==> src/rtl/locd_pkg.sv <==
// locd_pkg: shared sizes, types and command/status structs for the
// lock-order cycle detector. No dependencies.
package locd_pkg;

    // sizing
    localparam int unsigned MAX_LOCKS   = 16;
    localparam int unsigned MAX_THREADS = 4;
    localparam int unsigned LOCK_W      = $clog2(MAX_LOCKS);
    localparam int unsigned THREAD_W    = $clog2(MAX_THREADS);

    typedef logic [LOCK_W-1:0]    t_lock_id;
    typedef logic [THREAD_W-1:0]  t_thread_id;
    typedef logic [MAX_LOCKS-1:0] t_lock_mask;

    // operation codes
    typedef enum logic {
        OP_ACQUIRE = 1'b0,
        OP_RELEASE = 1'b1
    } t_op;

    localparam t_lock_id LAST_PIVOT = t_lock_id'(MAX_LOCKS - 1);

    // controller to datapath
    typedef struct packed {
        logic     accept;
        logic     close_step;
        t_lock_id pivot;
        logic     load_result;
    } t_dp_cmd;

    // datapath to controller
    typedef struct packed {
        logic new_edge;
        logic out_ready;
    } t_dp_status;

endpackage

==> src/rtl/locd_dp.sv <==
// locd_dp: order matrix, per-thread held sets, closure row update and
// result output register. Depends on locd_pkg.
module locd_dp (
    input  logic                  i_clk,
    input  logic                  i_rst_n,
    input  locd_pkg::t_dp_cmd     i_cmd,
    output locd_pkg::t_dp_status  o_status,
    input  logic                  i_operation,
    input  locd_pkg::t_thread_id  i_thread_id,
    input  locd_pkg::t_lock_id    i_lock_id,
    input  logic                  i_out_stall,
    output logic                  o_out_valid,
    output logic                  o_report_valid,
    output logic                  o_cycle_found,
    output locd_pkg::t_lock_mask  o_cycle_mask
);
    import locd_pkg::*;

    t_lock_mask r_order [MAX_LOCKS];
    t_lock_mask n_order [MAX_LOCKS];
    t_lock_mask r_held  [MAX_THREADS];
    t_lock_mask n_held  [MAX_THREADS];
    logic       r_report;
    logic       n_report;

    logic       r_out_valid;
    logic       r_out_report;
    t_lock_mask r_out_mask;

    t_lock_mask held_sel;
    t_lock_mask lock_bit;
    t_lock_mask lock_col;
    t_lock_mask new_edges;
    t_lock_mask pivot_row;
    t_lock_mask diag;
    t_lock_mask result_mask;
    logic       is_acquire;

    // edges that an acquire would add: held locks not yet ordered before it
    always_comb begin
        held_sel   = r_held[i_thread_id];
        lock_bit   = t_lock_mask'(1) << i_lock_id;
        is_acquire = (i_operation == OP_ACQUIRE);
        for (int u = 0; u < MAX_LOCKS; u++) begin
            lock_col[u] = r_order[u][i_lock_id];
        end
        new_edges = held_sel & ~lock_col;
    end

    assign o_status.new_edge  = is_acquire && (|new_edges);
    assign o_status.out_ready = !r_out_valid || !i_out_stall;

    // next matrix and held sets: item update or one closure pivot
    always_comb begin
        n_order   = r_order;
        n_held    = r_held;
        n_report  = r_report;
        pivot_row = r_order[i_cmd.pivot];
        if (i_cmd.accept) begin
            if (is_acquire) begin
                for (int u = 0; u < MAX_LOCKS; u++) begin
                    if (new_edges[u]) begin
                        n_order[u] = r_order[u] | lock_bit;
                    end
                end
                n_held[i_thread_id] = held_sel | lock_bit;
                n_report            = |new_edges;
            end else begin
                n_held[i_thread_id] = held_sel & ~lock_bit;
                n_report            = 1'b0;
            end
        end else if (i_cmd.close_step) begin
            // every row that reaches the pivot inherits the pivot's row
            for (int i = 0; i < MAX_LOCKS; i++) begin
                if (r_order[i][i_cmd.pivot]) begin
                    n_order[i] = r_order[i] | pivot_row;
                end
            end
        end
    end

    // matrix and held set registers
    always_ff @(posedge i_clk) begin
        if (!i_rst_n) begin
            for (int i = 0; i < MAX_LOCKS; i++) begin
                r_order[i] <= '0;
            end
            for (int t = 0; t < MAX_THREADS; t++) begin
                r_held[t] <= '0;
            end
            r_report <= 1'b0;
        end else begin
            r_order  <= n_order;
            r_held   <= n_held;
            r_report <= n_report;
        end
    end

    // locks that reach themselves, reported only after a recheck
    always_comb begin
        for (int i = 0; i < MAX_LOCKS; i++) begin
            diag[i] = r_order[i][i];
        end
        result_mask = r_report ? diag : '0;
    end

    // output register
    always_ff @(posedge i_clk) begin
        if (!i_rst_n) begin
            r_out_valid <= 1'b0;
        end else if (i_cmd.load_result) begin
            r_out_valid <= 1'b1;
        end else if (!i_out_stall) begin
            r_out_valid <= 1'b0;
        end
    end

    always_ff @(posedge i_clk) begin
        if (i_cmd.load_result) begin
            r_out_report <= r_report;
            r_out_mask   <= result_mask;
        end
    end

    assign o_out_valid    = r_out_valid;
    assign o_report_valid = r_out_report;
    assign o_cycle_mask   = r_out_mask;
    assign o_cycle_found  = |r_out_mask;

endmodule

==> src/rtl/locd_ctrl.sv <==
// locd_ctrl: controller state machine that sequences accept, closure
// pivots and result load. Depends on locd_pkg.
module locd_ctrl (
    input  logic                  i_clk,
    input  logic                  i_rst_n,
    input  logic                  i_in_valid,
    output logic                  o_in_stall,
    input  locd_pkg::t_dp_status  i_status,
    output locd_pkg::t_dp_cmd     o_cmd
);
    import locd_pkg::*;

    typedef enum logic [1:0] {
        S_IDLE,
        S_CLOSE,
        S_FINISH
    } t_state;

    t_state   r_state;
    t_lock_id r_pivot;
    logic     r_stall;

    // commands to the datapath
    always_comb begin
        o_cmd.accept      = (r_state == S_IDLE) && i_in_valid;
        o_cmd.close_step  = (r_state == S_CLOSE);
        o_cmd.pivot       = r_pivot;
        o_cmd.load_result = (r_state == S_FINISH) && i_status.out_ready;
    end

    assign o_in_stall = r_stall;

    // state, pivot counter and stall
    always_ff @(posedge i_clk) begin
        if (!i_rst_n) begin
            r_state <= S_IDLE;
            r_pivot <= '0;
            r_stall <= 1'b0;
        end else begin
            unique case (r_state)
                S_IDLE: begin
                    if (i_in_valid) begin
                        r_pivot <= '0;
                        r_stall <= 1'b1;
                        r_state <= i_status.new_edge ? S_CLOSE : S_FINISH;
                    end
                end
                S_CLOSE: begin
                    if (r_pivot == LAST_PIVOT) begin
                        r_state <= S_FINISH;
                    end else begin
                        r_pivot <= r_pivot + t_lock_id'(1);
                    end
                end
                S_FINISH: begin
                    if (i_status.out_ready) begin
                        r_stall <= 1'b0;
                        r_state <= S_IDLE;
                    end
                end
                default: begin
                    r_state <= S_IDLE;
                end
            endcase
        end
    end

endmodule

==> src/rtl/lock_order_cycle_detector_unit.sv <==
// lock_order_cycle_detector_unit: top level joining controller and datapath.
// Depends on locd_pkg, locd_ctrl and locd_dp.
//
// Input channel (i_in_valid / o_in_stall) carries one transaction per lock
// acquire or release: operation, thread id and lock id. Output channel
// (o_out_valid / i_out_stall) returns exactly one result transaction per
// input: report flag, cycle flag and the per-lock cycle mask.
// An acquire that adds a new ordering edge updates the matrix in the accept
// cycle, then runs the transitive closure one pivot per cycle, each over all
// rows, through all MAX_LOCKS pivots, and loads the result register in the
// finish state once the output register can take it; the next input can
// be taken in the cycle after that load. Releases and acquires that add no
// edge skip the closure and go from accept straight to the finish state.
// The closure pivot loop makes edge-adding acquires the long case.
// One transaction is worked on at a time; the input is stalled from accept
// until its result is loaded. A result waiting in the output register does
// not block a new accept, but a finished result waits while the receiver
// stalls and the output register is still full.
// Synchronous reset clears the order matrix, the held sets and all
// control state; the block accepts transactions in the first cycle after.
module lock_order_cycle_detector_unit (
    input  logic                  i_clk,
    input  logic                  i_rst_n,
    input  logic                  i_in_valid,
    output logic                  o_in_stall,
    input  logic                  i_operation,
    input  locd_pkg::t_thread_id  i_thread_id,
    input  locd_pkg::t_lock_id    i_lock_id,
    output logic                  o_out_valid,
    input  logic                  i_out_stall,
    output logic                  o_report_valid,
    output logic                  o_cycle_found,
    output locd_pkg::t_lock_mask  o_cycle_mask
);
    import locd_pkg::*;

    t_dp_cmd    cmd;
    t_dp_status status;

    // controller
    locd_ctrl u_ctrl (
        .i_clk      (i_clk),
        .i_rst_n    (i_rst_n),
        .i_in_valid (i_in_valid),
        .o_in_stall (o_in_stall),
        .i_status   (status),
        .o_cmd      (cmd)
    );

    // datapath
    locd_dp u_dp (
        .i_clk          (i_clk),
        .i_rst_n        (i_rst_n),
        .i_cmd          (cmd),
        .o_status       (status),
        .i_operation    (i_operation),
        .i_thread_id    (i_thread_id),
        .i_lock_id      (i_lock_id),
        .i_out_stall    (i_out_stall),
        .o_out_valid    (o_out_valid),
        .o_report_valid (o_report_valid),
        .o_cycle_found  (o_cycle_found),
        .o_cycle_mask   (o_cycle_mask)
    );

    // busy after every accepted transaction
    a_busy_after_accept: assert property (@(posedge i_clk) disable iff (!i_rst_n)
        (i_in_valid && !o_in_stall) |=> o_in_stall)
        else $error("input not stalled after accept");

    // a cycle can only be reported by a recheck
    a_cycle_needs_report: assert property (@(posedge i_clk) disable iff (!i_rst_n)
        (o_out_valid && o_cycle_found) |-> o_report_valid)
        else $error("cycle flagged without recheck");

    // no recheck means an empty mask
    a_mask_needs_report: assert property (@(posedge i_clk) disable iff (!i_rst_n)
        (o_out_valid && !o_report_valid) |-> (o_cycle_mask == '0))
        else $error("cycle mask set without recheck");

    // closure never runs while the output side is loaded from it
    a_no_load_during_close: assert property (@(posedge i_clk) disable iff (!i_rst_n)
        !(cmd.close_step && cmd.load_result))
        else $error("result loaded during closure");

endmodule
==> config.mk <==
export PLATFORM = sky130hd
export DESIGN_NAME = lock_order_cycle_detector_unit
export DESIGN_NICKNAME = d
export VERILOG_FILES = /design/src/rtl/locd_pkg.sv /design/src/rtl/locd_dp.sv /design/src/rtl/locd_ctrl.sv /design/src/rtl/lock_order_cycle_detector_unit.sv
export SDC_FILE = /design/constraint.sdc
export NUM_CORES = 1
export LEC_CHECK = 0
export BUFFER_PORTS_ARGS = -buffer_cell sky130_fd_sc_hd__buf_2
export CAP_MARGIN = 20
export CORE_ASPECT_RATIO = 1.1
export CORE_MARGIN = 3
export CORE_UTILIZATION = 55
export CTS_CLUSTER_DIAMETER = 150
export DETAILED_ROUTE_END_ITERATION = 6
export PLACE_DENSITY_LB_ADDON = 0.1
export SYNTH_ARGS = -nofsm -noshare
export SYNTH_HDL_FRONTEND = slang
export SYNTH_SLANG_ARGS = --single-unit
==> constraint.sdc <==
create_clock -name i_clk -period 3.4 [get_ports i_clk]
set_input_delay 0.68 -clock i_clk [delete_from_list [all_inputs] [get_ports i_clk]]
set_output_delay 0.68 -clock i_clk [all_outputs]
set_load 0.005 [all_outputs]
Yosys cells after proc, flatten, opt, wreduce, memory -nomap -nowiden
Cells that the tools add are included.
- word-level logic and storage cells: 271
- input port bits: 11
- flip-flop bits (word level): 346
- $lt $le $gt $ge: 5
- reduce and logical (&&, ||, !) cells: 48
- add/sub/neg operators: 1
- bitwise logic cells: 40
- equality and inequality tests: 25
- muxes and demuxes: 124
- shifts and indexed selects: 1
- operators with widths (kind ; count):
    256-bit two-way mux ; 3
    16-bit two-way mux ; 37
    16-bit bitwise OR ; 33
    1-bit binary-select mux with 4-bit select ; 32
    64-bit bitwise mux ; 2
    16-bit binary-select mux with 4-bit select ; 1
    64-bit two-way mux ; 1
    4-bit AND reduction ; 16
    2-bit by 1-bit != test with 1-bit output (second input constant) ; 19
    2-bit nonzero test ; 19
    1-bit two-way mux ; 37
    16-bit bitwise AND ; 2
    16-bit binary-select mux with 2-bit select ; 1
    16-bit demux with 2-bit select ; 1
    16-bit inverter ; 2
    16-bit OR reduction ; 2
    1-bit by 4-bit left shift with 16-bit output (first input constant) ; 1
    4-bit by 5-bit < comparator with 1-bit output (second input constant) ; 2
    3-bit AND reduction ; 3
    2-bit two-way mux ; 4
    4-bit two-way mux ; 2
    4-bit case mux with 2 select lines ; 1
    2-bit != test (second input constant) ; 3
    2-bit case mux with 3 select lines ; 1
    15 further kinds ; 19

Longest topological paths before layout
- depth after elaboration: 10
- depth in mapped cells: 12
- depth with buffers taken out: 7

By module
Synthesis repeated with hierarchy kept, for this count alone.
- cells, all modules: 1694
- area total of the unflattened synthesis: 18137.4 µm²
- modules (own cells, without submodules) (module ; seq. area each (µm²) ; area each (µm²) ; times used ; cells each):
    locd_dp ; 6956.7 ; 17743.3 ; 1 ; 1654
    locd_ctrl ; 140.1 ; 394.1 ; 1 ; 40

Worst setup path before layout
Ideal clock, no wire load.
- kind: input port to flip-flop
- start: input port i_lock_id[0]
- end: register u_dp.r_order[37] (netlist name)
- slack: 0.445 ns
- cell stages on the path: 9
- arrival: 2.881 ns
- cells stage by stage: buf_2 buf_2 buf_2 mux4_2 a21oi_1 o21ai_0 a211o_2 buf_2 o21ai_0
- word-level cells in the longest chain between the ends: 6
- elaborated cells between the ends (all ways): 11
- those cells by class: eq/ne: 1; shift: 1; mux: 5; bitwise: 3; reduce/logical: 1
- RTL lines (item ; line ; text):
    from (decl) ; lock_order_cycle_detector_unit.sv:28 ; input locd_pkg::t_lock_id i_lock_id,
    1-bit binary-select mux with 4-bit select ; locd_dp.sv:45 ; lock_col[u] = r_order[u][i_lock_id];
    1-bit two-way mux (implied by the code) ; locd_dp.sv:45 ;
    16-bit inverter ; locd_dp.sv:47 ; new_edges = held_sel & ~lock_col;
    16-bit bitwise AND ; locd_dp.sv:47 ;
    2-bit by 1-bit != test with 1-bit output (no line) ; - ;
    4-bit AND reduction (no line) ; - ;
    to (signal assigned) ; locd_dp.sv:93 ; r_order <= n_order;
    to (decl) ; locd_dp.sv:19 ; t_lock_mask r_order [MAX_LOCKS];
Parallel ways exist; a longest one is shown, timed or not. The select of a mux whose other input is x is not followed.
A chain may end at the register's enable or synchronous reset.

Worst setup path in the final report
- start: register u_ctrl.r_pivot[0]
- end: register u_dp.r_order (netlist bit u_dp.diag[15])
- word-level cells in the longest chain between the ends: 8
- elaborated cells between the ends (all ways): 12
- those cells by class: mux: 8; bitwise: 2; reduce/logical: 2
- RTL lines (item ; line ; text):
    from (decl) ; locd_ctrl.sv:20 ; t_lock_id r_pivot;
    from (signal assigned) ; locd_ctrl.sv:52 ; r_pivot <= r_pivot + t_lock_id'(1);
    4-bit inverter with 5-bit output (implied by the code) ; locd_dp.sv:58 ; pivot_row = r_order[i_cmd.pivot];
    16-bit binary-select mux with 4-bit select ; locd_dp.sv:58 ;
    16-bit two-way mux (implied by the code) (2 in a row) ; locd_dp.sv:58 ;
    16-bit bitwise OR ; locd_dp.sv:76 ; n_order[i] = r_order[i] | pivot_row;
    16-bit two-way mux ; locd_dp.sv:75 ; if (r_order[i][i_cmd.pivot]) begin
    256-bit two-way mux ; locd_dp.sv:72 ; end else if (i_cmd.close_step) begin
    256-bit two-way mux ; locd_dp.sv:59 ; if (i_cmd.accept) begin
Parallel ways exist; a longest one is shown, timed or not. The select of a mux whose other input is x is not followed.

==> impl_metrics.json <==
{
  "wirelength_mm": 56.4,
  "cts-root-buf": "clkbuf_16",
  "port_buffers": 30,
  "r2r_cells": 6,
  "max_freq_mhz": 338,
  "endpoint_kind": "flip-flop",
  "die_h_microns": 199,
  "ir_drop_mv": 0.380,
  "crit_family": "multiplexers",
  "grtUsageTotal": 0.311,
  "required_ns": 3.79,
  "worst_slew_pin_slew_ns": 0.894,
  "synthMuxAreaShare": 0.299,
  "synth-main-ff-cell": "dfxtp_1",
  "synth_edf_count": 17,
  "relSlewSlack": 0.404,
  "synth_area_leader_cell": "dfxtp_1",
  "cellLeakagePower_nw": 7.11,
  "coreArea_sq_um": 32800,
  "reg2reg_to": "u_dp.diag[15]",
  "slowest_stage": "mux4_1",
  "p_per_area_nw_per_um2": 524,
  "grt_setup_unrepaired": "no",
  "clockBufferDepth": 3,
  "ff2ff_setup_slack_ns": 0.44,
  "clkPwrFrac": 0.408,
  "hp-start": "u_dp.r_order[218]",
  "synth-simple-area-share": 0.104,
  "worst-path-buf-inv": 2,
  "dpl-instance-area_sq_um": 18900,
  "grt_pass1_wl_mm": 86.0,
  "avgSynthCellArea_sq_um": 10.9,
  "synth_most_common_cell": "dfxtp_1",
  "areaGrowthSynthToFinish_pct": 9.30,
  "io_pins": 31,
  "firstDrtPassIters": 6,
  "switching_share": 0.283,
  "finClkSkew_ns": 0.0222,
  "drt_iter0_markers": 1737,
  "synthesis.nets": 1709,
  "clk_pin_slew_ns": 0.06,
  "endpoint": "u_dp.diag[15]",
  "synth_xor_area_frac": 0.000945,
  "synth_compound_area_frac": 0.159,
  "yosys.area_share.adder": 0.000675,
  "cts_tree": "built",
  "synthCells": 1697,
  "power_frac_seq": 0.427,
  "p_sw_w": 0.00300,
  "grt_start_max_net_pins": 124,
  "grt_antenna_before_repair": 4,
  "timing.rr.start": "u_ctrl.r_pivot[0]",
  "yosysWarnings": 0,
  "htree_levels": 2,
  "gp_congestion": 0.924,
  "start_util": 0.565,
  "fin_crit_ns": 2.96,
  "critPathArrivalTime_ns": 3.35,
  "netlist_area_sq_um": 18500,
  "nNetsFinal": 1688,
  "worst_setup_path_start_kind": "flip-flop",
  "ys_seq_area_frac": 0.383,
  "ctsResizeCount": 0,
  "cts_sinks": 346,
  "period_share": 0.870,
  "synth_cell_types": 57,
  "synth_top_cell_area_share": 0.355,
  "finalMaxSlewViolations": 0,
  "cts_setup_buffers": 0,
  "drive_above_1_share": 0.261,
  "intPower_w": 0.00761,
  "hold_violations": 0,
  "cp_slowest_stage_delay_ns": 0.59,
  "dp_cells": 2062,
  "combPwrFrac": 0.165,
  "clock_latency_ns": 0.54,
  "power_w": 0.0106,
  "fin_area_sq_um": 20300,
  "num_vias": 14500,
  "cp.depth": 6,
  "wl_per_cell_microns": 26.5,
  "grt_overflow_total": 0,
  "routed_via_density": 6.79,
  "grt_pass1_vias": 13700,
  "setup_viol": 0,
  "stdcell_count": 2131,
  "final_util": 0.618,
  "synth_top_family_by_area": "multiplexers",
  "std_cell_rows": 69,
  "finalSetupTns_ns": 0,
  "die-area_sq_um": 36000,
  "critPathKind": "flip-flop to flip-flop",
  "numCtsBuffers": 38,
  "synth_seq_cells": 346,
  "outcome": "finished, final reports clean",
  "drv_cap": 0,
  "crit_start": "u_ctrl.r_pivot[0]",
  "crit_chain": "buf_12 > buf_4 > mux4_1 > mux4_2 > o211ai_4 > o21ai_0",
  "async_flop_share": 0,
  "drc_errors": 0,
  "holdCritPathClass": "flip-flop to flip-flop",
  "synth.area.top_cells": "dfxtp_1 (36%), mux4_2 (21%), nand2_1 (6.3%)",
  "ctsHoldBuffers": 0,
  "cp_max_fo": 37,
  "ys_top_cells_by_count": "dfxtp_1 (329), nand2_1 (313), mux4_2 (171)",
  "ant_nets": 0,
  "fp.dieW_microns": 181,
  "post-dp-hpwl_mm": 40.0
}
-- worst min path at each step --
stage                        endpoint  slack, ns  depth (start not counted)
global placement    u_dp.r_order[191]       0.46                          2
CTS                  u_dp.o_out_valid       0.46                          3
floorplan           u_dp.r_order[206]       0.44                          2
detailed placement  u_dp.r_order[121]       0.47                          2
finish              u_dp.r_order[218]       0.47                          2
global route         u_dp.o_out_valid       0.49                          3
-- final cells by class --
type	instances	area [sq um]
diodes	2	5.00
clock buffers	50	1100
clock inverters	17	218
fillers	2686	12500
inverters	3	11.3
multi-input cells	1184	10500
flip-flops and latches	346	7110
well taps	426	533
repair buffers	103	822
-- sequential cells by signal, summed over array words and instances, names as in the netlist --
| name | count |
|---|---|
| u_ctrl.o_in_stall | 1 |
| u_dp.o_cycle_mask | 16 |
| u_dp.r_order | 240 |
| u_dp.r_held | 64 |
| u_dp.r_report | 1 |
| u_dp.o_report_valid | 1 |
| u_ctrl.r_state | 2 |
| u_ctrl.r_pivot | 4 |
| u_dp.diag | 16 |
| u_dp.o_out_valid | 1 |
-- worst reg2reg max path, cell delays in order (launching register included) --
cell and delay (ns):
dfxtp_4 0.38, buf_12 0.27, buf_4 0.30, mux4_1 0.59, mux4_2 0.52, o211ai_4 0.57, o21ai_0 0.20
-- metrics by stage --
step,hold WS (ns),setup slack [ns]
2_1_floorplan,0.441,0.445
4_1_cts,0.455,0.426
3_5_place_dp,0.471,0.0848
3_3_place_gp,0.458,0.169
6_report,0.473,0.441
5_1_grt,0.486,0.235
-- power groups by stage --
stage / Clock, W / Combinational (W) / Sequential (W)
2_1_floorplan: 0 / 0.00128 / 0.00453
3_3_place_gp: 0 / 0.00170 / 0.00460
3_5_place_dp: 0 / 0.00172 / 0.00461
4_1_cts: 0.00439 / 0.00173 / 0.00452
5_1_grt: 0.00456 / 0.00187 / 0.00455
6_report: 0.00433 / 0.00175 / 0.00453
-- logic make-up (layout without fill, tap and decap cells) --
logic type | after synthesis | count (layout)
AOI/OAI and AO/OA | 436 | 436
xor gates and xnor gates | 2 | 2
adders and majority gates | 1 | 1
buffers and inverters | 167 | 173
DFF | 346 | 346
muxes | 274 | 274
other | 0 | 2
and+or+nand+nor | 471 | 471
-- placed cells by master, fill, tap and decap left out, types with 9 or more instances in the layout --
cell type    n
clkbuf_16   41
mux4_1      33
a22o_1      16
mux2_2      31
a211oi_1    49
and2_1      19
o221ai_1    13
nor2_1      91
nor2b_1      9
nand2_1    313
o21ai_1     83
o21ai_0    126
o211a_1     17
mux4_2     171
nand3_1     11
mux2i_1     33
o21ai_2     44
buf_12       9
o211ai_1    12
dfxtp_1    325
buf_2       28
buf_4       65
edfxtp_1    17
a21oi_1     37
-- metal layers --
layer | vias up | global-route usage | share of wire
met5 | - | 0 | 0.00025
met4 | 2 | 0.118 | 0.040
met3 | 110 | 0.0625 | 0.091
met2 | 806 | 0.493 | 0.46
met1 | 7182 | 0.428 | 0.41
li1 | 6376 | - | -
(Power assumes the default switching activity.)
